`src/sv/qte_pkg.sv`:
```
`timescale 1ns / 1ps
// Shared types, constants and the arctangent table of the quaternion to
// Euler angle unit. Depends on nothing.
package qte_pkg;

  localparam int CORDIC_STAGES_DEF = 16;
  localparam int ATAN_TAB_LEN = 24;
  localparam int SQRT_CELLS = 31;
  localparam int VEC_W = 35;
  localparam int XY_W = 40;
  localparam int Z_W = 34;
  localparam int SQ_W = 62;
  localparam logic signed [VEC_W-1:0] ONE_Q28 = VEC_W'(1) <<< 28;
  localparam logic signed [Z_W-1:0] HALF_PI_Q30 = Z_W'(34'sh06487ED51);
  localparam logic [30:0] DEG_SCALE = 31'd961263669;

  typedef struct packed {
    logic signed [VEC_W-1:0] sr;
    logic signed [VEC_W-1:0] cr;
    logic signed [VEC_W-1:0] sy;
    logic signed [VEC_W-1:0] cy;
  } ryv_t;

  typedef struct packed {
    ryv_t ry;
    logic [SQ_W-1:0] va;
    logic [SQ_W-1:0] ra;
    logic [SQ_W-1:0] vb;
    logic [SQ_W-1:0] rb;
  } sq_t;

  typedef struct packed {
    logic signed [XY_W-1:0] x;
    logic signed [XY_W-1:0] y;
    logic signed [Z_W-1:0] z;
    logic zero;
  } lane_t;

  typedef struct packed {
    lane_t roll;
    lane_t pitch;
    lane_t yaw;
  } cd_t;

  function automatic logic signed [Z_W-1:0] atan_q30(input int idx);
    logic [31:0] v;
    case (idx)
      0: v = 32'h3243F6A8;
      1: v = 32'h1DAC6705;
      2: v = 32'h0FADBAFC;
      3: v = 32'h07F56EA6;
      4: v = 32'h03FEAB76;
      5: v = 32'h01FFD55B;
      6: v = 32'h00FFFAAA;
      7: v = 32'h007FFF55;
      8: v = 32'h003FFFEA;
      9: v = 32'h001FFFFD;
      10: v = 32'h000FFFFF;
      11: v = 32'h0007FFFF;
      12: v = 32'h0003FFFF;
      13: v = 32'h0001FFFF;
      14: v = 32'h0000FFFF;
      15: v = 32'h00007FFF;
      16: v = 32'h00003FFF;
      17: v = 32'h00001FFF;
      18: v = 32'h00000FFF;
      19: v = 32'h000007FF;
      20: v = 32'h000003FF;
      21: v = 32'h000001FF;
      22: v = 32'h000000FF;
      23: v = 32'h0000007F;
      default: v = 32'h0;
    endcase
    return Z_W'(signed'({2'b00, v}));
  endfunction

endpackage

```
`src/sv/qte_cordic_cell.sv`:
```
`timescale 1ns / 1ps
// One vectoring CORDIC iteration on the roll, pitch and yaw lanes.
// Depends on qte_pkg.
module qte_cordic_cell import qte_pkg::*; #(
  parameter int IDX = 0
) (
  input  logic clk,
  input  logic rst,
  input  logic in_valid,
  output logic in_ready,
  input  cd_t in_data,
  output logic out_valid,
  input  logic out_ready,
  output cd_t out_data
);

  localparam logic signed [Z_W-1:0] ANG = atan_q30(IDX);

  function automatic lane_t step(input lane_t l);
    lane_t r;
    r = l;
    if (!l.y[XY_W-1]) begin
      r.x = l.x + (l.y >>> IDX);
      r.y = l.y - (l.x >>> IDX);
      r.z = l.z + ANG;
    end else begin
      r.x = l.x - (l.y >>> IDX);
      r.y = l.y + (l.x >>> IDX);
      r.z = l.z - ANG;
    end
    return r;
  endfunction

  assign in_ready = !out_valid || out_ready;

  always_ff @(posedge clk) begin
    if (rst) begin
      out_valid <= 1'b0;
    end else if (in_ready) begin
      out_valid <= in_valid;
    end
    if (in_ready && in_valid) begin
      out_data.roll <= step(in_data.roll);
      out_data.pitch <= step(in_data.pitch);
      out_data.yaw <= step(in_data.yaw);
    end
  end

endmodule

```
`config.mk`:
```
export PLATFORM = sky130hd
export DESIGN_NAME = qte_cordic_cell
export DESIGN_NICKNAME = d
export VERILOG_FILES = /design/src/sv/qte_pkg.sv /design/src/sv/qte_cordic_cell.sv
export SDC_FILE = /design/constraint.sdc
export NUM_CORES = 1
export LEC_CHECK = 0
export BUFFER_PORTS_ARGS = -buffer_cell sky130_fd_sc_hd__clkbuf_2
export CORE_MARGIN = 2
export CORE_UTILIZATION = 52
export CTS_CLUSTER_DIAMETER = 150
export DETAILED_ROUTE_END_ITERATION = 6
export PLACE_DENSITY = 0.9
export SYNTH_ARGS = -nofsm -noshare
export SYNTH_HDL_FRONTEND = slang
export SYNTH_SLANG_ARGS = --single-unit
```
`constraint.sdc`:
```
create_clock -name clk -period 9.8 [get_ports clk]
set_clock_uncertainty 0.1 [all_clocks]
set_input_delay 0.49 -clock clk [delete_from_list [all_inputs] [get_ports clk]]
set_output_delay 0.49 -clock clk [all_outputs]
set_load 0.02 [all_outputs]
```
After elaboration in Yosys (flattened, before gate mapping)
Cells that the tools add are included. Widths: inputs -> output; s select.

Bits in registers: 346. Word-level logic and storage cells: 34. Input port bits: 349. Output and inout port bits: 347.

Multiplexer cells: 3. Reduce and logical (&&, ||, !) cells: 3. Add/subtract/negate cells: 15.

Operators by type and width (count): $mux 114 (3); $sub 40x40->40 (6); $add 40x40->40 (3); $add 34x31->34 const B (3); $sub 34x31->34 const B (3); $logic_and 1x1->1 (1); $logic_not 1->1 (1); $logic_or 1x1->1 (1).

Depth between registers and ports, before layout
Word-level depth: 3. Depth in mapped cells: 17. Gate-level depth less buffers: 14.

Worst setup path after synthesis
OpenSTA, ideal clock, no wires.

Kind: input to register. From: input out_ready. To: register out_data[0] in the netlist's numbering, enable pin. Buffers on the path: 0. Library setup time: 747 ps. Arrival time: 8529 ps. Cell stages on the path: 2. Slack: 424 ps. Cell sequence: nand2b_1 > and2_1.

Word-level cells in the longest chain between the ends: 2.

Ends and longest elaborated chain: start, declared (RTL line qte_cordic_cell.sv:13) `input logic out_ready,`; $logic_or 1x1->1 (RTL line qte_cordic_cell.sv:34) `assign in_ready = !out_valid || out_ready;`; $logic_and 1x1->1 (RTL line qte_cordic_cell.sv:42) `if (in_ready && in_valid) begin`; end, declared (RTL line qte_cordic_cell.sv:14) `output cd_t out_data`.

Every way passes these cells. A chain may end at the register's enable or synchronous reset.

Worst setup path in the final report
From: input in_data[304] in the netlist's numbering. To: register out_data[264] in the netlist's numbering, data pin.

Word-level cells in the longest chain between the ends: 1.

Ends and longest elaborated chain: start, declared (RTL line qte_cordic_cell.sv:11) `input cd_t in_data,`; $mux 114 (RTL line qte_cordic_cell.sv:22) `if (!l.y[XY_W-1]) begin`.

Every way passes these cells.

==> flow_summary.json <==
{
  "crit_path_end_kind": "flip-flop",
  "p_sw_share_pct": 39.4,
  "yosysTopAreaCell": "edfxtp_1",
  "initial_core_util_pct": 52.7,
  "async_reset_ff_share_pct": 0,
  "cts_hold_buf": 13,
  "synth_edf_count": 342,
  "chipWidth_microns": 268,
  "syn_to_final_growth_pct": 15.4,
  "syn-instance-count": 4302,
  "synth_fp_nets": 5140,
  "drcViolationCount": 0,
  "min_period_ns": 4.53,
  "fin_setup_tns_ns": 0,
  "routed_wl_mm": 132,
  "regToRegSetupSlack_ns": 6.41,
  "critPathMaxFanout": 41,
  "clockBufferDepth": 3,
  "hold_depth": 3,
  "grt_usage_pct": 35.0,
  "synth_top_area_share_pct": 28.3,
  "postCtsSetupBuffers": 0,
  "grt_pass1_wl_mm": 195,
  "cp_data_required_time_ns": 10.02,
  "reg2regPathDepth": 4,
  "num-fill-cells": 6039,
  "drv_cap": 0,
  "antenna_left": 0,
  "antenna_found_initial": 29,
  "drv_slew": 0,
  "crit_type": "primary input to flip-flop",
  "synth.avg_cell_area_sq_um": 8.43,
  "io_buffers": 695,
  "fmax_ghz": 0.221,
  "intPower_w": 0.00362,
  "pre_cts_ws_ns": 4.76,
  "num-nets-final": 5736,
  "clk_latency_ns": 0.56,
  "cts-buffers-inserted": 41,
  "synth_top_flop_cell": "edfxtp_1",
  "status": "finished, final reports clean",
  "pin_count": 696,
  "grt_pass1_vias": 34238,
  "p_clk_share_pct": 25.9,
  "setup_viol": 0,
  "h-tree-depth": 2,
  "synthTopCellsByArea": "edfxtp_1 (28%), ha_1 (16%), a21oi_1 (7.7%)",
  "rsz0062_at_grt": "no",
  "critPathLaunchType": "primary input",
  "final_area_sq_um": 41800,
  "crit_arrival_ns": 4.76,
  "place.gp.congestion": 1.03,
  "yosys_warnings": 0,
  "drt_iter0_drc": 4375,
  "hold_viol": 0,
  "placementRows": 96,
  "slew_headroom_pct": 23.8,
  "cts_root_buf": "clkbuf_16",
  "firstDrtPassIters": 7,
  "cts_tree": "yes",
  "core_sq_um": 68800,
  "fin_crit_sh_pct": 46.3,
  "dr_total_vias": 36053,
  "fin_ws_ns": 5.27,
  "die-area_sq_um": 71900,
  "drive_gt1_share_pct": 17.2,
  "grt_overflow": 0,
  "p_switching_w": 0.00235,
  "dieHeight_microns": 268,
  "syn_area_sq_um": 36300,
  "clock_sinks": 343,
  "p_leak_nw": 19.0,
  "hp-class": "primary input to flip-flop",
  "ys_seq_elements": 343,
  "synth-seq-area-share_pct": 28.4,
  "path_clk_slew_ns": 0.06,
  "postPlaceCellArea_sq_um": 40300,
  "hpwlAfterDp_mm": 105,
  "power_frac_seq_pct": 33.4,
  "tightest_slew_ns": 1.11,
  "final_cell_mix": "clkbuf_2 (692), a21oi_1 (561), ha_1 (477)",
  "wire_per_inst_microns": 22.4,
  "grt_max_degree": 155,
  "via_per_inst": 6.13,
  "vdd_drop_max_uv": 139,
  "cts_resized": 0,
  "layout_commonest_cell": "clkbuf_2",
  "p_per_area_nw_per_um2": 143,
  "ys_types": 99,
  "comb_power_share_pct": 40.8
}
==> layer usage <==
| layer | track usage (%) | part of all wire, % | vias up |
|---|---|---|---|
| met5 | 0 | 0.13 | - |
| met1 | 43.7 | 38 | 16835 |
| met2 | 55.6 | 45 | 2132 |
| met3 | 9.06 | 11 | 428 |
| met4 | 17.9 | 5.4 | 26 |
| li1 | - | - | 16632 |
==> power groups by stage <==
stage,clock [W],combinational [W],sequential [W]
after global routing,0.00161,0.00261,0.00201
final,0.00155,0.00244,0.00199
after floorplan,0,0.00135,0.00226
after detailed placement,0,0.00236,0.00202
after CTS,0.00157,0.00238,0.00199
after global placement,0,0.00233,0.00202
==> final cells by class <==
cell class | instances | area [sq um] | share of cell area, %
multi-input combinational | 3406 | 23800 | 57.0
sequential | 343 | 10300 | 24.6
timing repair buffer | 720 | 3720 | 8.89
inverter | 386 | 1450 | 3.46
tap | 931 | 1160 | 2.78
clock buffer | 47 | 1090 | 2.61
clock inverter | 28 | 233 | 0.556
antenna | 19 | 47.5 | 0.114
==> synthesized netlist by cell type, types with 17 or more instances <==
cell type	count
xnor2_1	260
o211ai_1	21
and3_1	20
buf_1	44
a21boi_0	18
inv_1	370
o21ai_0	312
nor3_1	72
nor4_1	23
a31oi_1	21
clkbuf_1	92
mux2i_1	61
edfxtp_1	342
o21bai_1	114
and2_1	17
o31ai_1	36
a21oi_1	561
nand2b_1	53
xor2_1	49
o21a_1	47
ha_1	477
buf_2	25
a211oi_1	32
nor2_1	402
o21ai_1	22
nand3_1	49
a21o_1	147
nand4_1	55
nor2b_1	48
nand2_1	243
==> flip-flops by register name (all words and copies together) (netlist names) <==
name	cells
out_data	342
out_valid	1
==> cells by family after synthesis <==
kind of cell             count (synthesis)  synth area share [%]
flip-flops                             343                  28.4
AND/OR/NAND/NOR                       1046                  13.4
adder cells (fa/ha/maj)                489                  17.1
multiplexers                            63                  1.75
AO/OA/AOI/OAI                         1499                  26.0
XOR/XNOR                               309                  7.46
buffers and inverters                  553                  5.89
==> critical path: stages <==
cell and delay (ns):
buf_4 0.24, inv_2 0.58, buf_4 0.61, ha_1 0.40
a211o_1 0.33, o311ai_1 0.40, a21oi_1 0.18, o21ai_1 0.24
a21oi_1 0.16, a221oi_1 0.48, o22ai_1 0.21, o21a_1 0.20
nor2_1 0.11, xnor2_1 0.08
==> through the flow <==
stage / hold WS (ns) / instances / total power (W) / utilization [%]
finish: 0.0649 / 5880 / 0.00598 / 60.8
global route: 0.0587 / 5873 / 0.00623 / 60.8
CTS: 0.0183 / 5861 / 0.00594 / 60.7
detailed placement: 0.456 / 5773 / 0.00438 / 58.6
global placement: 0.435 / 5773 / 0.00435 / 58.6
floorplan: 0.459 / 4302 / 0.00361 / -
==> path summary, 6_finish.rpt <==
check	from	to
worst max-delay path	in_data[304]	out_data[264]
worst min-delay path	in_valid	out_valid
worst min register to register	out_valid	out_valid
worst max register to register	out_valid	out_data[336]
Power figures use the tool's default switching activity.
