===== src/sv/qte_pkg.sv =====
`timescale 1ns / 1ps
// Shared types, constants and the arctangent table of the quaternion to
// Euler angle unit. Depends on nothing.
package qte_pkg;

  localparam int CORDIC_STAGES_DEF = 16;
  localparam int ATAN_TAB_LEN = 24;
  localparam int SQRT_CELLS = 31;
  localparam int VEC_W = 35;
  localparam int XY_W = 40;
  localparam int Z_W = 34;
  localparam int SQ_W = 62;
  localparam logic signed [VEC_W-1:0] ONE_Q28 = VEC_W'(1) <<< 28;
  localparam logic signed [Z_W-1:0] HALF_PI_Q30 = Z_W'(34'sh06487ED51);
  localparam logic [30:0] DEG_SCALE = 31'd961263669;

  typedef struct packed {
    logic signed [VEC_W-1:0] sr;
    logic signed [VEC_W-1:0] cr;
    logic signed [VEC_W-1:0] sy;
    logic signed [VEC_W-1:0] cy;
  } ryv_t;

  typedef struct packed {
    ryv_t ry;
    logic [SQ_W-1:0] va;
    logic [SQ_W-1:0] ra;
    logic [SQ_W-1:0] vb;
    logic [SQ_W-1:0] rb;
  } sq_t;

  typedef struct packed {
    logic signed [XY_W-1:0] x;
    logic signed [XY_W-1:0] y;
    logic signed [Z_W-1:0] z;
    logic zero;
  } lane_t;

  typedef struct packed {
    lane_t roll;
    lane_t pitch;
    lane_t yaw;
  } cd_t;

  function automatic logic signed [Z_W-1:0] atan_q30(input int idx);
    logic [31:0] v;
    case (idx)
      0: v = 32'h3243F6A8;
      1: v = 32'h1DAC6705;
      2: v = 32'h0FADBAFC;
      3: v = 32'h07F56EA6;
      4: v = 32'h03FEAB76;
      5: v = 32'h01FFD55B;
      6: v = 32'h00FFFAAA;
      7: v = 32'h007FFF55;
      8: v = 32'h003FFFEA;
      9: v = 32'h001FFFFD;
      10: v = 32'h000FFFFF;
      11: v = 32'h0007FFFF;
      12: v = 32'h0003FFFF;
      13: v = 32'h0001FFFF;
      14: v = 32'h0000FFFF;
      15: v = 32'h00007FFF;
      16: v = 32'h00003FFF;
      17: v = 32'h00001FFF;
      18: v = 32'h00000FFF;
      19: v = 32'h000007FF;
      20: v = 32'h000003FF;
      21: v = 32'h000001FF;
      22: v = 32'h000000FF;
      23: v = 32'h0000007F;
      default: v = 32'h0;
    endcase
    return Z_W'(signed'({2'b00, v}));
  endfunction

endpackage


===== src/sv/qte_sqrt_cell.sv =====
`timescale 1ns / 1ps
// One digit of the two square roots; the roll and yaw vectors ride along.
// Depends on qte_pkg.
module qte_sqrt_cell import qte_pkg::*; #(
  parameter int IDX = 0
) (
  input  logic clk,
  input  logic rst,
  input  logic in_valid,
  output logic in_ready,
  input  sq_t in_data,
  output logic out_valid,
  input  logic out_ready,
  output sq_t out_data
);

  localparam logic [SQ_W-1:0] BIT = SQ_W'(1) << (60 - 2 * IDX);

  logic [SQ_W-1:0] ta, tb;
  sq_t d_next;

  assign in_ready = !out_valid || out_ready;

  always_comb begin
    d_next = in_data;
    ta = in_data.ra + BIT;
    tb = in_data.rb + BIT;
    if (in_data.va >= ta) begin
      d_next.va = in_data.va - ta;
      d_next.ra = (in_data.ra >> 1) + BIT;
    end else begin
      d_next.ra = in_data.ra >> 1;
    end
    if (in_data.vb >= tb) begin
      d_next.vb = in_data.vb - tb;
      d_next.rb = (in_data.rb >> 1) + BIT;
    end else begin
      d_next.rb = in_data.rb >> 1;
    end
  end

  always_ff @(posedge clk) begin
    if (rst) begin
      out_valid <= 1'b0;
    end else if (in_ready) begin
      out_valid <= in_valid;
    end
    if (in_ready && in_valid) begin
      out_data <= d_next;
    end
  end

endmodule


===== config.mk =====
export PLATFORM = sky130hd
export DESIGN_NAME = qte_sqrt_cell
export DESIGN_NICKNAME = d
export VERILOG_FILES = /design/src/sv/qte_pkg.sv /design/src/sv/qte_sqrt_cell.sv
export SDC_FILE = /design/constraint.sdc
export NUM_CORES = 1
export LEC_CHECK = 0
export ABC_CLOCK_PERIOD_IN_PS = 18550
export BUFFER_PORTS_ARGS = -buffer_cell sky130_fd_sc_hd__buf_4
export CAP_MARGIN = 20
export CORE_AREA = 2 2 304 306
export DETAILED_ROUTE_END_ITERATION = 6
export DIE_AREA = 0 0 306 308
export SYNTH_ARGS = -nofsm -noshare
export SYNTH_HDL_FRONTEND = slang
export SYNTH_SLANG_ARGS = --single-unit

===== constraint.sdc =====
create_clock -name clk -period 18.55 [get_ports clk]
set_clock_uncertainty 0.05 [all_clocks]
set_input_delay 3.71 -clock clk [delete_from_list [all_inputs] [get_ports clk]]
set_output_delay 3.71 -clock clk [all_outputs]
set_load 0.01 [all_outputs]

* Yosys cells after proc, flatten, opt, wreduce, memory -nomap -nowiden
Cells that the tools add are included.
** Word-level totals
- Register bits :: 389
- Output and inout bits :: 390
** Operators by class
- $add $sub $neg :: 6
- Magnitude comparators :: 2
- Muxes and demuxes :: 4
- Reductions and logical operators :: 3
** Operators with widths (number)
- $add A61 B61 Y62 const B :: 2
- $add A62 B61 Y62 const B :: 2
- $ge A62 B62 Y1 :: 2
- $mux W62 :: 2
- $sub A62 B62 Y62 :: 2
- $mux W61 :: 2
- $logic_and A1 B1 Y1 :: 1
- $logic_not A1 Y1 :: 1
- $logic_or A1 B1 Y1 :: 1

* Depth between registers and ports, before layout
- Depth after elaboration :: 3
- Mapped depth :: 15
- Gate-level depth less buffers :: 13

* Worst setup path before layout
No wires, ideal clock.
- Path kind :: input port to flip-flop
- From :: in out_ready
- To :: reg out_data[0] (netlist name) (enable)
- Setup time :: 0.802 ns
- Arrival time :: 12.718 ns
- Required time :: 17.698 ns
- Slack :: 4.979 ns
- Cell stages on the path :: 2
- Buffers on the path :: 0
- Cells stage by stage :: nand2b_1 > and2_1
** On the way
- Word-level cells in the longest chain between the ends :: 2
** Ends and longest elaborated chain
- from (decl) :: line qte_sqrt_cell.sv:13 : input logic out_ready,
- $logic_or A1 B1 Y1 :: line qte_sqrt_cell.sv:22 : assign in_ready = !out_valid || out_ready;
- $logic_and A1 B1 Y1 :: line qte_sqrt_cell.sv:48 : if (in_ready && in_valid) begin
- to (signal assigned) :: line qte_sqrt_cell.sv:49 : out_data <= d_next;
- to (decl) :: line qte_sqrt_cell.sv:14 : output sq_t out_data
No other way between the ends.
A chain may end at the register's enable or synchronous reset.

==> key figures <==
Outcome
  – Outcome: completed

Routing
  – Vias: 17900
  – Via density: 4.61
  – Final ANT Viol Nets: 0
  – First DRT Iteration DRCs: 1242
  – Remaining DRCs: 0
  – Wire per inst: 20.8 um
  – Routed WL: 81200 um
  – 1st-pass router iterations: 5

Synth
  – Synth unique cells: 70
  – Netlist Area Pre-Place: 0.0209 mm2
  – Post-Syn Nets: 2431
  – Asr flop ratio synth: 0%
  – Cell taking the most area after synthesis: edfxtp_1
  – Ranking of synthesized cells by area: edfxtp_1, ha_1, o21ai_0
  – Synthesized netlist cell count: 1913
  – Yosys reg bits: 389
  – Synth Area per Inst: 10.9 um2
  – YS warnings: 0
  – Synth Flop Type: edfxtp_1
  – EDFF count, synth: 388
  – Synth top area share: 55.6%
  – Sequential-to-total area share from yosys stat: 55.7%

Finish
  – Nets: 3191
  – Layout cell share with drive strength beyond 1: 32.4%
  – Synth-to-Final Area Change: 41.3%
  – Design area: 0.0296 mm2
  – Util after Layout: 32.5%

Worst setup path
  – Reg2reg start: out_valid$_SDFFE_PP0N_
  – R2R setup slack: 15.14 ns
  – Crit-path max FO: 97
  – Worst Setup Start Kind: primary input
  – R2r worst-path depth: 4
  – Critical Path RT: 18.84 ns
  – WP data arrival: 8.24 ns
  – Critical path class: primary input to register
  – CP endpoint kind: register
  – Reg-to-reg critical path endpoint: out_data[115]$_DFFE_PP_

CTS
  – CTS tree: built
  – Root Driver: clkbuf_16
  – H-tree levels: 2
  – Worst-Skew Late Latency: 0.60 ns
  – TritonCTS Sinks: 389
  – Clock-pin slew on the worst setup and hold paths: 0.06 ns
  – CTS buffer count: 47
  – Setup bufs post-CTS: 0
  – Clock Path Buffers: 3
  – Hold_buf cts: 0
  – Number of gates resized after CTS: 0

Power and ir drop
  – Worst VDD drop: 0.0687 mV
  – Cell Pwr Density: 89.9 mW/mm2
  – Leak pwr: 12.8 nW

Floorplan
  – Core area: 0.0910 mm2
  – Die height: 308 um
  – Die Area: 0.0942 mm2
  – Die extent in x: 306 um
  – Ports: 782
  – Core Rows: 111
  – Initial Utilization: 23.0%

Global route
  – Global-route wire length before repair: 115000 um
  – Tot GR Track Use: 16.4%
  – Vias in the first global route: 18000
  – Initial antenna violation count: 11
  – Grt ovf: 0
  – Largest net degree at the start of global routing: 133

Timing
  – # setup viols final: 0
  – Final period util: 42.9%
  – Crit path time final: 7.95 ns
  – Hold Violations, Final: 0
  – Hold WS: 0.488 ns
  – RSZ-0062 raised after global routing: no
  – Slew margin rel.: 24.4%
  – F_max: 0.126 GHz
  – Final setup TNS: 0 ns
  – Final Slew Violations: 0
  – Slew @ Worst Pin: 1.13 ns

Hold path
  – Hold Path End: out_valid$_SDFFE_PP0N_
  – Hold-critical path depth: 2
  – HP Start: out_valid$_SDFFE_PP0N_
  – Worst hold path type: register to register

Place
  – Post-placement cell area: 0.0281 mm2
  – IO Port Bufs: 781
  – Gpl congestion: 0.922
  – DP Wirelength: 66400 um

Run
  – Max-cap violation count: 0
==> flip-flops by register name (all words and copies together), names as in the netlist <==
name	flops
out_data	388
out_valid	1
==> layout make-up <==
cell class,instances,area [um2]
flip-flops and latches,389,11700
fillers,9360,61400
clock inverters,21,258
well taps,1186,1480
diodes,3,7.51
inverters,158,593
multi-input cells,1287,8370
repair buffers,790,5940
clock buffers,59,1260
==> where the power goes <==
group          switching, mW  internal [mW]
logic                  0.361          0.271
registers             0.0240           1.06
clock network          0.377          0.562
total                  0.763           1.90
==> kinds of logic (layout without fill, tap and decap cells) <==
kind of cell / count (synthesis) / after routing / synth area share, %
AOI/OAI and AO/OA: 557 / 557 / 16.5
buffers and inverters: 237 / 1028 / 4.34
other: 0 / 3 / 0
muxes: 8 / 8 / 0.418
and+or+nand+nor: 482 / 482 / 10.7
adders and majority gates: 126 / 126 / 7.60
xor gates and xnor gates: 114 / 114 / 4.77
DFF: 389 / 389 / 55.7
==> placed cells by master (no fill, tap or decap), drive strengths merged, types with 30 or more instances in the layout <==
cell,n
nor2,78
o21bai,30
nand3,37
nand2,224
xnor2,71
inv,159
o21ai,190
ha,124
buf,790
nand4,38
a21o,65
edfxtp,388
a21oi,148
clkbuf,59
xor2,43
==> cell usage after synthesis (10+ instances only) <==
| cell type | number |
|---|---|
| a211oi_1 | 10 |
| a21o_1 | 65 |
| a21oi_1 | 148 |
| a31oi_1 | 19 |
| and2_1 | 10 |
| and3_1 | 14 |
| clkbuf_1 | 70 |
| edfxtp_1 | 388 |
| ha_1 | 124 |
| inv_1 | 158 |
| nand2_1 | 224 |
| nand2b_1 | 13 |
| nand3_1 | 37 |
| nand4_1 | 38 |
| nor2_1 | 77 |
| nor2b_1 | 15 |
| nor3_1 | 22 |
| o211ai_1 | 12 |
| o21a_1 | 13 |
| o21ai_0 | 190 |
| o21bai_1 | 30 |
| o31ai_1 | 12 |
| xnor2_1 | 71 |
| xor2_1 | 43 |
==> metrics by stage <==
stage | power (mW) | std cells | setup WS [ns]
final | 2.66 | 3893 | 10.60
after detailed placement | 1.74 | 3810 | 10.03
after global routing | 2.78 | 3890 | 10.34
after floorplan | 1.45 | 1913 | 4.98
after global placement | 1.74 | 3810 | 10.08
after CTS | 2.69 | 3890 | 10.65
==> routing by layer <==
layer  vias to the layer above  share of wire [%]  global-route usage, %
met5                         -              0.096                      0
met4                        10                3.5                   6.38
met3                       125                9.1                   5.55
met2                       778                 52                   30.3
met1                      8496                 36                   16.9
li1                       8524                  -                      -
==> worst max-delay path by stage <==
stage / start / endpoint / depth (start not counted) / slack, ns
floorplan: out_ready / out_data[0]$_DFFE_PP_ / 2 / 4.98
finish: in_data[15] / out_data[77]$_DFFE_PP_ / 12 / 10.60
global route: in_data[15] / out_data[72]$_DFFE_PP_ / 12 / 10.34
detailed placement: in_data[15] / out_data[77]$_DFFE_PP_ / 12 / 10.03
CTS: out_ready / in_ready / 3 / 10.65
global placement: in_data[15] / out_data[77]$_DFFE_PP_ / 12 / 10.08
==> critical path: stages <==
cell and delay, ns:
buf_4 0.09, inv_1 0.03, ha_1 0.45, nand4_1 0.26, nor3_1 0.83, o211ai_1 0.28, a31oi_1 0.44, o21ai_0 0.32
a21oi_1 0.58, a21oi_4 0.29, buf_4 0.44, mux2_2 0.40
(Power assumes the default switching activity.)
