===== config.mk =====
export PLATFORM = sky130hd
export DESIGN_NAME = qte_back
export DESIGN_NICKNAME = d
export VERILOG_FILES = /design/src/sv/qte_pkg.sv /design/src/sv/qte_back.sv
export SDC_FILE = /design/constraint.sdc
export NUM_CORES = 2
export LEC_CHECK = 0
export ABC_AREA = 0
export BUFFER_PORTS_ARGS = -buffer_cell sky130_fd_sc_hd__buf_4
export CORE_ASPECT_RATIO = 0.6
export CORE_MARGIN = 1.5
export CORE_UTILIZATION = 60
export DETAILED_ROUTE_END_ITERATION = 12
export PLACE_DENSITY_LB_ADDON = 0.08
export SYNTH_ARGS = -nofsm -noshare
export SYNTH_HDL_FRONTEND = slang
export SYNTH_SLANG_ARGS = --single-unit

===== constraint.sdc =====
create_clock -name clk -period 17.2 [get_ports clk]
set_input_delay 3.44 -clock clk [delete_from_list [all_inputs] [get_ports clk]]
set_output_delay 3.44 -clock clk [all_outputs]
set_load 0.05 [all_outputs]

===== src/sv/qte_pkg.sv =====
`timescale 1ns / 1ps
// Shared types, constants and the arctangent table of the quaternion to
// Euler angle unit. Depends on nothing.
package qte_pkg;

  localparam int CORDIC_STAGES_DEF = 16;
  localparam int ATAN_TAB_LEN = 24;
  localparam int SQRT_CELLS = 31;
  localparam int VEC_W = 35;
  localparam int XY_W = 40;
  localparam int Z_W = 34;
  localparam int SQ_W = 62;
  localparam logic signed [VEC_W-1:0] ONE_Q28 = VEC_W'(1) <<< 28;
  localparam logic signed [Z_W-1:0] HALF_PI_Q30 = Z_W'(34'sh06487ED51);
  localparam logic [30:0] DEG_SCALE = 31'd961263669;

  typedef struct packed {
    logic signed [VEC_W-1:0] sr;
    logic signed [VEC_W-1:0] cr;
    logic signed [VEC_W-1:0] sy;
    logic signed [VEC_W-1:0] cy;
  } ryv_t;

  typedef struct packed {
    ryv_t ry;
    logic [SQ_W-1:0] va;
    logic [SQ_W-1:0] ra;
    logic [SQ_W-1:0] vb;
    logic [SQ_W-1:0] rb;
  } sq_t;

  typedef struct packed {
    logic signed [XY_W-1:0] x;
    logic signed [XY_W-1:0] y;
    logic signed [Z_W-1:0] z;
    logic zero;
  } lane_t;

  typedef struct packed {
    lane_t roll;
    lane_t pitch;
    lane_t yaw;
  } cd_t;

  function automatic logic signed [Z_W-1:0] atan_q30(input int idx);
    logic [31:0] v;
    case (idx)
      0: v = 32'h3243F6A8;
      1: v = 32'h1DAC6705;
      2: v = 32'h0FADBAFC;
      3: v = 32'h07F56EA6;
      4: v = 32'h03FEAB76;
      5: v = 32'h01FFD55B;
      6: v = 32'h00FFFAAA;
      7: v = 32'h007FFF55;
      8: v = 32'h003FFFEA;
      9: v = 32'h001FFFFD;
      10: v = 32'h000FFFFF;
      11: v = 32'h0007FFFF;
      12: v = 32'h0003FFFF;
      13: v = 32'h0001FFFF;
      14: v = 32'h0000FFFF;
      15: v = 32'h00007FFF;
      16: v = 32'h00003FFF;
      17: v = 32'h00001FFF;
      18: v = 32'h00000FFF;
      19: v = 32'h000007FF;
      20: v = 32'h000003FF;
      21: v = 32'h000001FF;
      22: v = 32'h000000FF;
      23: v = 32'h0000007F;
      default: v = 32'h0;
    endcase
    return Z_W'(signed'({2'b00, v}));
  endfunction

endpackage


===== src/sv/qte_back.sv =====
`timescale 1ns / 1ps
// Back end: pitch correction, unit scaling, rounding and saturation,
// two pipeline stages ending in the output register. Depends on qte_pkg.
module qte_back import qte_pkg::*; (
  input  logic clk,
  input  logic rst,
  input  logic degrees,
  input  logic in_valid,
  output logic in_ready,
  input  cd_t in_data,
  output logic out_valid,
  input  logic out_ready,
  output logic signed [15:0] roll_angle,
  output logic signed [15:0] pitch_angle,
  output logic signed [15:0] yaw_angle
);

  localparam logic signed [65:0] DEG66 = 66'(signed'({1'b0, DEG_SCALE}));

  logic v1;
  logic rdy2;
  logic signed [35:0] ang [3];
  logic signed [65:0] prod [3];
  logic signed [35:0] ang_next [3];
  logic signed [15:0] res_next [3];

  function automatic logic signed [35:0] zang(input lane_t l);
    return l.zero ? 36'sd0 : 36'(l.z);
  endfunction

  function automatic logic signed [15:0] finish(input logic signed [35:0] a,
                                                input logic signed [65:0] p,
                                                input logic deg);
    logic signed [65:0] t;
    logic signed [19:0] r;
    if (deg) begin
      t = (p + (66'sd1 <<< 46)) >>> 47;
    end else begin
      t = (66'(a) + 66'sd65536) >>> 17;
    end
    r = 20'(t);
    if (r > 20'sd32767) begin
      return 16'sh7FFF;
    end else if (r < -20'sd32768) begin
      return 16'sh8000;
    end
    return 16'(r);
  endfunction

  assign rdy2 = !out_valid || out_ready;
  assign in_ready = !v1 || rdy2;

  always_comb begin
    ang_next[0] = zang(in_data.roll);
    ang_next[1] = (zang(in_data.pitch) <<< 1) - 36'(HALF_PI_Q30);
    ang_next[2] = zang(in_data.yaw);
    for (int i = 0; i < 3; i++) begin
      res_next[i] = finish(ang[i], prod[i], degrees);
    end
  end

  always_ff @(posedge clk) begin
    if (rst) begin
      v1 <= 1'b0;
    end else if (in_ready) begin
      v1 <= in_valid;
    end
    if (in_ready && in_valid) begin
      for (int i = 0; i < 3; i++) begin
        ang[i] <= ang_next[i];
        prod[i] <= 66'(ang_next[i]) * DEG66;
      end
    end
  end

  always_ff @(posedge clk) begin
    if (rst) begin
      out_valid <= 1'b0;
    end else if (rdy2) begin
      out_valid <= v1;
    end
    if (rdy2 && v1) begin
      roll_angle <= res_next[0];
      pitch_angle <= res_next[1];
      yaw_angle <= res_next[2];
    end
  end

endmodule


== Word level (Yosys, flattened, before mapping) ==
Memory sizes are Yosys's and may differ from the RTL's.
Cells that the tools add are included.
Word-level totals
  flip-flop bits (word level): 50
  RAM bits: 306
  input port bits: 350
  output and inout port bits: 50
  word-level logic and storage cells: 52
  memories: 2
Cells by class
  $add $sub $neg: 7
  multipliers: 3
  magnitude comparators: 6
  mux-type cells: 23
  reductions and logical operators: 6
Memories
  prod: words 3, bits a word 66, rd ports 3, clocked after memory_dff 0, write ports 3, line qte_back.sv:23  | logic signed [65:0] prod [3];
  ang: words 3, bits a word 36, rd ports 3, clocked after memory_dff 0, write ports 3, line qte_back.sv:22  | logic signed [35:0] ang [3];
Operator list (number)
  66-bit by 48-bit adder with 66-bit output, second input constant: 3
  36-bit by 31-bit multiplier with 66-bit output, second input constant: 3
  16-bit 2-to-1 mux: 9
  36-bit by 18-bit adder with 37-bit output, second input constant: 3
  36-bit 2-to-1 mux: 2
  20-bit by 16-bit greater-than comparator with 1-bit output, second input constant: 3
  20-bit by 16-bit less-than comparator with 1-bit output, second input constant: 3
  20-bit 2-to-1 mux: 3
  36-bit by 32-bit subtractor with 36-bit output, second input constant: 1
  35-bit 2-to-1 mux: 1
  1-bit 2-to-1 mux: 8
  1-bit logical AND: 2
  1-bit logical NOT: 2
  1-bit logical OR: 2

== Longest topological paths before layout ==
An unclocked memory read counts as a cell.
  depth in word-level cells: 7
  depth in mapped cells: 37

== Worst setup path before layout ==
OpenSTA, ideal clock, no wires.
  kind: input-to-reg
  start point: input in_data[264] in the netlist's numbering
  end point: memory prod[0][60], data pin
  library setup time: 0.258 ns
  arrival time: 13.134 ns
  path slack: 3.808 ns
  stages on the path: 28
  buffers on the path: 3
  cells stage by stage: nor2b_1 > clkbuf_1 > clkbuf_1 > buf_1 > ha_1 > inv_1 > fa_1 > inv_1 > fa_1 > inv_1 > fa_1 > fa_1 > fa_1 > inv_1 > fa_1 > fa_1 > ha_1 > a21oi_1 > o211ai_1 > a221oi_1 > o211ai_1 > a21oi_1 > o31ai_1 > a41oi_1 > o21ai_1 > a311oi_1 > o21ba_1 > xnor2_1
RTL lines
  start: declaration: line qte_back.sv:10  | input cd_t in_data,
  end: declaration: line qte_back.sv:23

==> impl_metrics.yaml <==
global_routing:
  grt_util_all_layers: 0.3729
  grt_pass1_wl_mm: 300.2
  grt_start_max_net_pins: 75
  grt_pass1_vias: 46957
  overflow: 0
  antenna_found_initial: 4
sta:
  slew_headroom: 0.1874
  drv_slew: 0
  fin_crit_ns: 14.44
  post-route-period-util: 0.8394
  worst_slack_ns: 2.763
  finClkSkew_ns: 0.01620
  fmax_mhz: 69.27
  finalSetupViolCount: 0
  hold_viol_final: 0
  max_slew.worst_pin.slew_ns: 1.214
  tns_ns: 0
  rsz0062_at_grt: "no"
worst_setup_path:
  worstSetupStartpointType: "primary input"
  r2r_end: "roll_angle[0]"
  critPathRequiredTime_ns: 17.45
  worstPathMaxFanout: 57
  worst_setup_path_end_kind: "flop"
  crit_path_frequent_cell: "fa_1"
  cp.arrival_ns: 14.68
  ff2ff_path_depth: 11
  path_class: "in -> reg"
  critPathSlowestCell: "nor2b_1"
  cpPeakStageDelay_ns: 0.74
  rr_startpoint: "ang[0][16]"
  rrSetupSlack_ns: 13.69
die:
  start_util: 0.6067
  die_y_um: 258.4
  row_count: 93
  die-area_um2: 110800
  die_w_um: 428.7
  io_pins: 400
  core-area_um2: 107500
placed_design:
  port_buffers: 159
  gp_congestion: 1.067
  dp.cells: 7974
  dp_slack_ns: 2.585
  dp_hpwl_mm: 182.3
worst_hold_path:
  min_path_cells: 2
  hold_path_class: "reg -> reg"
  min_to: "out_valid"
  hp-start: "v1"
finish:
  fillers: 9017
  fin_cells: 8007
  multi_input_area_um2: 52490
  drive_above_1_share: 0.03920
  layout.area.seq_um2: 4965
  area_growth_pct: 5.398
  final_nets: 9368
yosys:
  ys.flop_type: "edfxtp_1"
  netlist_instances: 6434
  async_reset_ff_frac: 0
  synth_fp_nets: 9234
  ys_seq_elements: 166
  yosysWarnings: 0
  synth_area_um2: 65230
  synth_edf_count: 164
  postSynthAreaPerCell_um2: 10.14
  synth_seq_area_share: 0.07611
  synth_cell_types: 92
clock_network:
  clk_pin_slew_ns: 0.08
  cts_hold_buf: 0
  post_cts_resized: 0
  cts_buffers: 17
  htreeDepth: 4
  cts_tree: "built"
  clockBufferDepth: 2
  root_buffer: "clkbuf_16"
  cts_setup_buffers: 0
  cts_sinks: 166
  clk_latency_ns: 0.47
detailed_routing:
  num_vias: 45084
  firstDrtPassIters: 6
  via_per_inst: 5.631
  final_antenna_net_count: 0
  wirelength_mm: 199.6
  drtIter0Drc: 4274
  wl_per_cell_um: 24.93
  remaining_drc_errors: 0
job:
  drv_cap: 0
outcome:
  status: "finished, final reports clean"
[worst max-delay path: cells and delay by family]
| family | cells | cell delay, ns |
|---|---|---|
| adder cells (fa/ha/maj) | 9 | 4.34 |
| XOR/XNOR | 4 | 1.08 |
| AO/OA/AOI/OAI | 11 | 3.38 |
| AND/OR/NAND/NOR | 5 | 1.69 |
| buffers and inverters | 5 | 0.72 |
[final cells by class]
class | count | share of cell area
Tap cell | 1425 | 0.02593
Clock inverter | 15 | 0.002421
Multi-Input combinational cell | 4192 | 0.7634
Clock buffer | 17 | 0.006188
Inverter | 2006 | 0.1096
Antenna cell | 1 | 0.00003640
Timing Repair Buffer | 185 | 0.02020
Sequential cell | 166 | 0.07222
[worst max path at each step]
stage,slack [ns],start,to
2_1_floorplan,3.81,in_data[264],prod[0][60]
6_report,2.76,in_data[115],prod[0][131]
3_3_place_gp,2.59,in_data[115],prod[0][131]
4_1_cts,3.03,in_data[115],prod[0][131]
3_5_place_dp,2.58,in_data[115],prod[0][131]
5_1_grt,2.46,in_data[115],prod[0][131]
[logic make-up (layout without fill, tap and decap cells)]
kind of cell	count (synthesis)	count (layout)	share of synthesized area
AOI/OAI and AO/OA	667	667	0.06531
xor gates and xnor gates	281	281	0.03806
adders and majority gates	2454	2454	0.6371
buffers and inverters	2076	2223	0.1196
DFF	166	166	0.07611
muxes	15	15	0.002398
other	0	1	0
and+or+nand+nor	775	775	0.06140
[layout by cell type, fill, tap and decap left out, types with 83 or more instances in the layout]
| cell type | instances |
|---|---|
| a21o_1 | 99 |
| a21oi_1 | 197 |
| buf_4 | 185 |
| edfxtp_1 | 164 |
| fa_1 | 1447 |
| ha_1 | 1003 |
| inv_1 | 2002 |
| nand2_1 | 179 |
| nand2b_1 | 100 |
| nand3_1 | 83 |
| nor2_1 | 147 |
| o21ai_0 | 141 |
| xnor2_1 | 174 |
| xor2_1 | 105 |
[per-stage QoR]
stage	hold WS, ns	utilization	cell area [µm²]
6_report	0.5237	0.6394	68750
5_1_grt	0.5834	0.6394	68750
4_1_cts	0.5203	0.6394	68750
3_5_place_dp	0.5085	0.6339	68160
3_3_place_gp	0.4982	0.6339	68160
2_1_floorplan	0.4778	-	65230
[synth_stat cells, drive strengths merged, types with 5 or more instances]
| cell | number | area share |
|---|---|---|
| mux2 | 5 | 0.00086 |
| nand2 | 180 | 0.010 |
| o21ai | 153 | 0.012 |
| or2 | 7 | 0.00067 |
| nor3 | 34 | 0.0027 |
| o21a | 22 | 0.0025 |
| edfxtp | 164 | 0.075 |
| a31oi | 21 | 0.0020 |
| or4 | 6 | 0.00075 |
| nand3 | 83 | 0.0064 |
| mux2i | 10 | 0.0015 |
| o211ai | 15 | 0.0017 |
| nor3b | 5 | 0.00058 |
| clkbuf | 58 | 0.0033 |
| fa | 1447 | 0.44 |
| and4 | 18 | 0.0024 |
| or3 | 18 | 0.0017 |
| o22ai | 22 | 0.0021 |
| and2 | 29 | 0.0028 |
| a21o | 99 | 0.011 |
| a41oi | 5 | 0.00067 |
| a2111oi | 6 | 0.00082 |
| nor2b | 47 | 0.0045 |
| nand4 | 48 | 0.0046 |
| a211o | 8 | 0.0011 |
| o31ai | 8 | 0.00092 |
| ha | 1003 | 0.19 |
| inv | 2006 | 0.12 |
| a211oi | 21 | 0.0026 |
| a21oi | 200 | 0.016 |
| buf | 12 | 0.00084 |
| a31o | 7 | 0.00094 |
| and3 | 34 | 0.0033 |
| o21bai | 17 | 0.0020 |
| xor2 | 105 | 0.014 |
| nor2 | 147 | 0.0085 |
| a21boi | 6 | 0.00069 |
| nor4 | 8 | 0.0010 |
| xnor2 | 175 | 0.024 |
| nand2b | 100 | 0.0096 |
[registers in the layout, summed over array words and instances (netlist names)]
signal	flops
v1	1
pitch_angle	16
ang	56
out_valid	1
yaw_angle	16
roll_angle	16
prod	60
[metal layers]
metal  wire length [µm]  global-route usage
met2              71290              0.4562
met4               1359             0.03104
met5                 34                   0
met1              95300              0.5956
met3              31640              0.1870
Power is not shown: default switching activity piles up to over one toggle a cycle in this logic, so the estimate is an artifact.
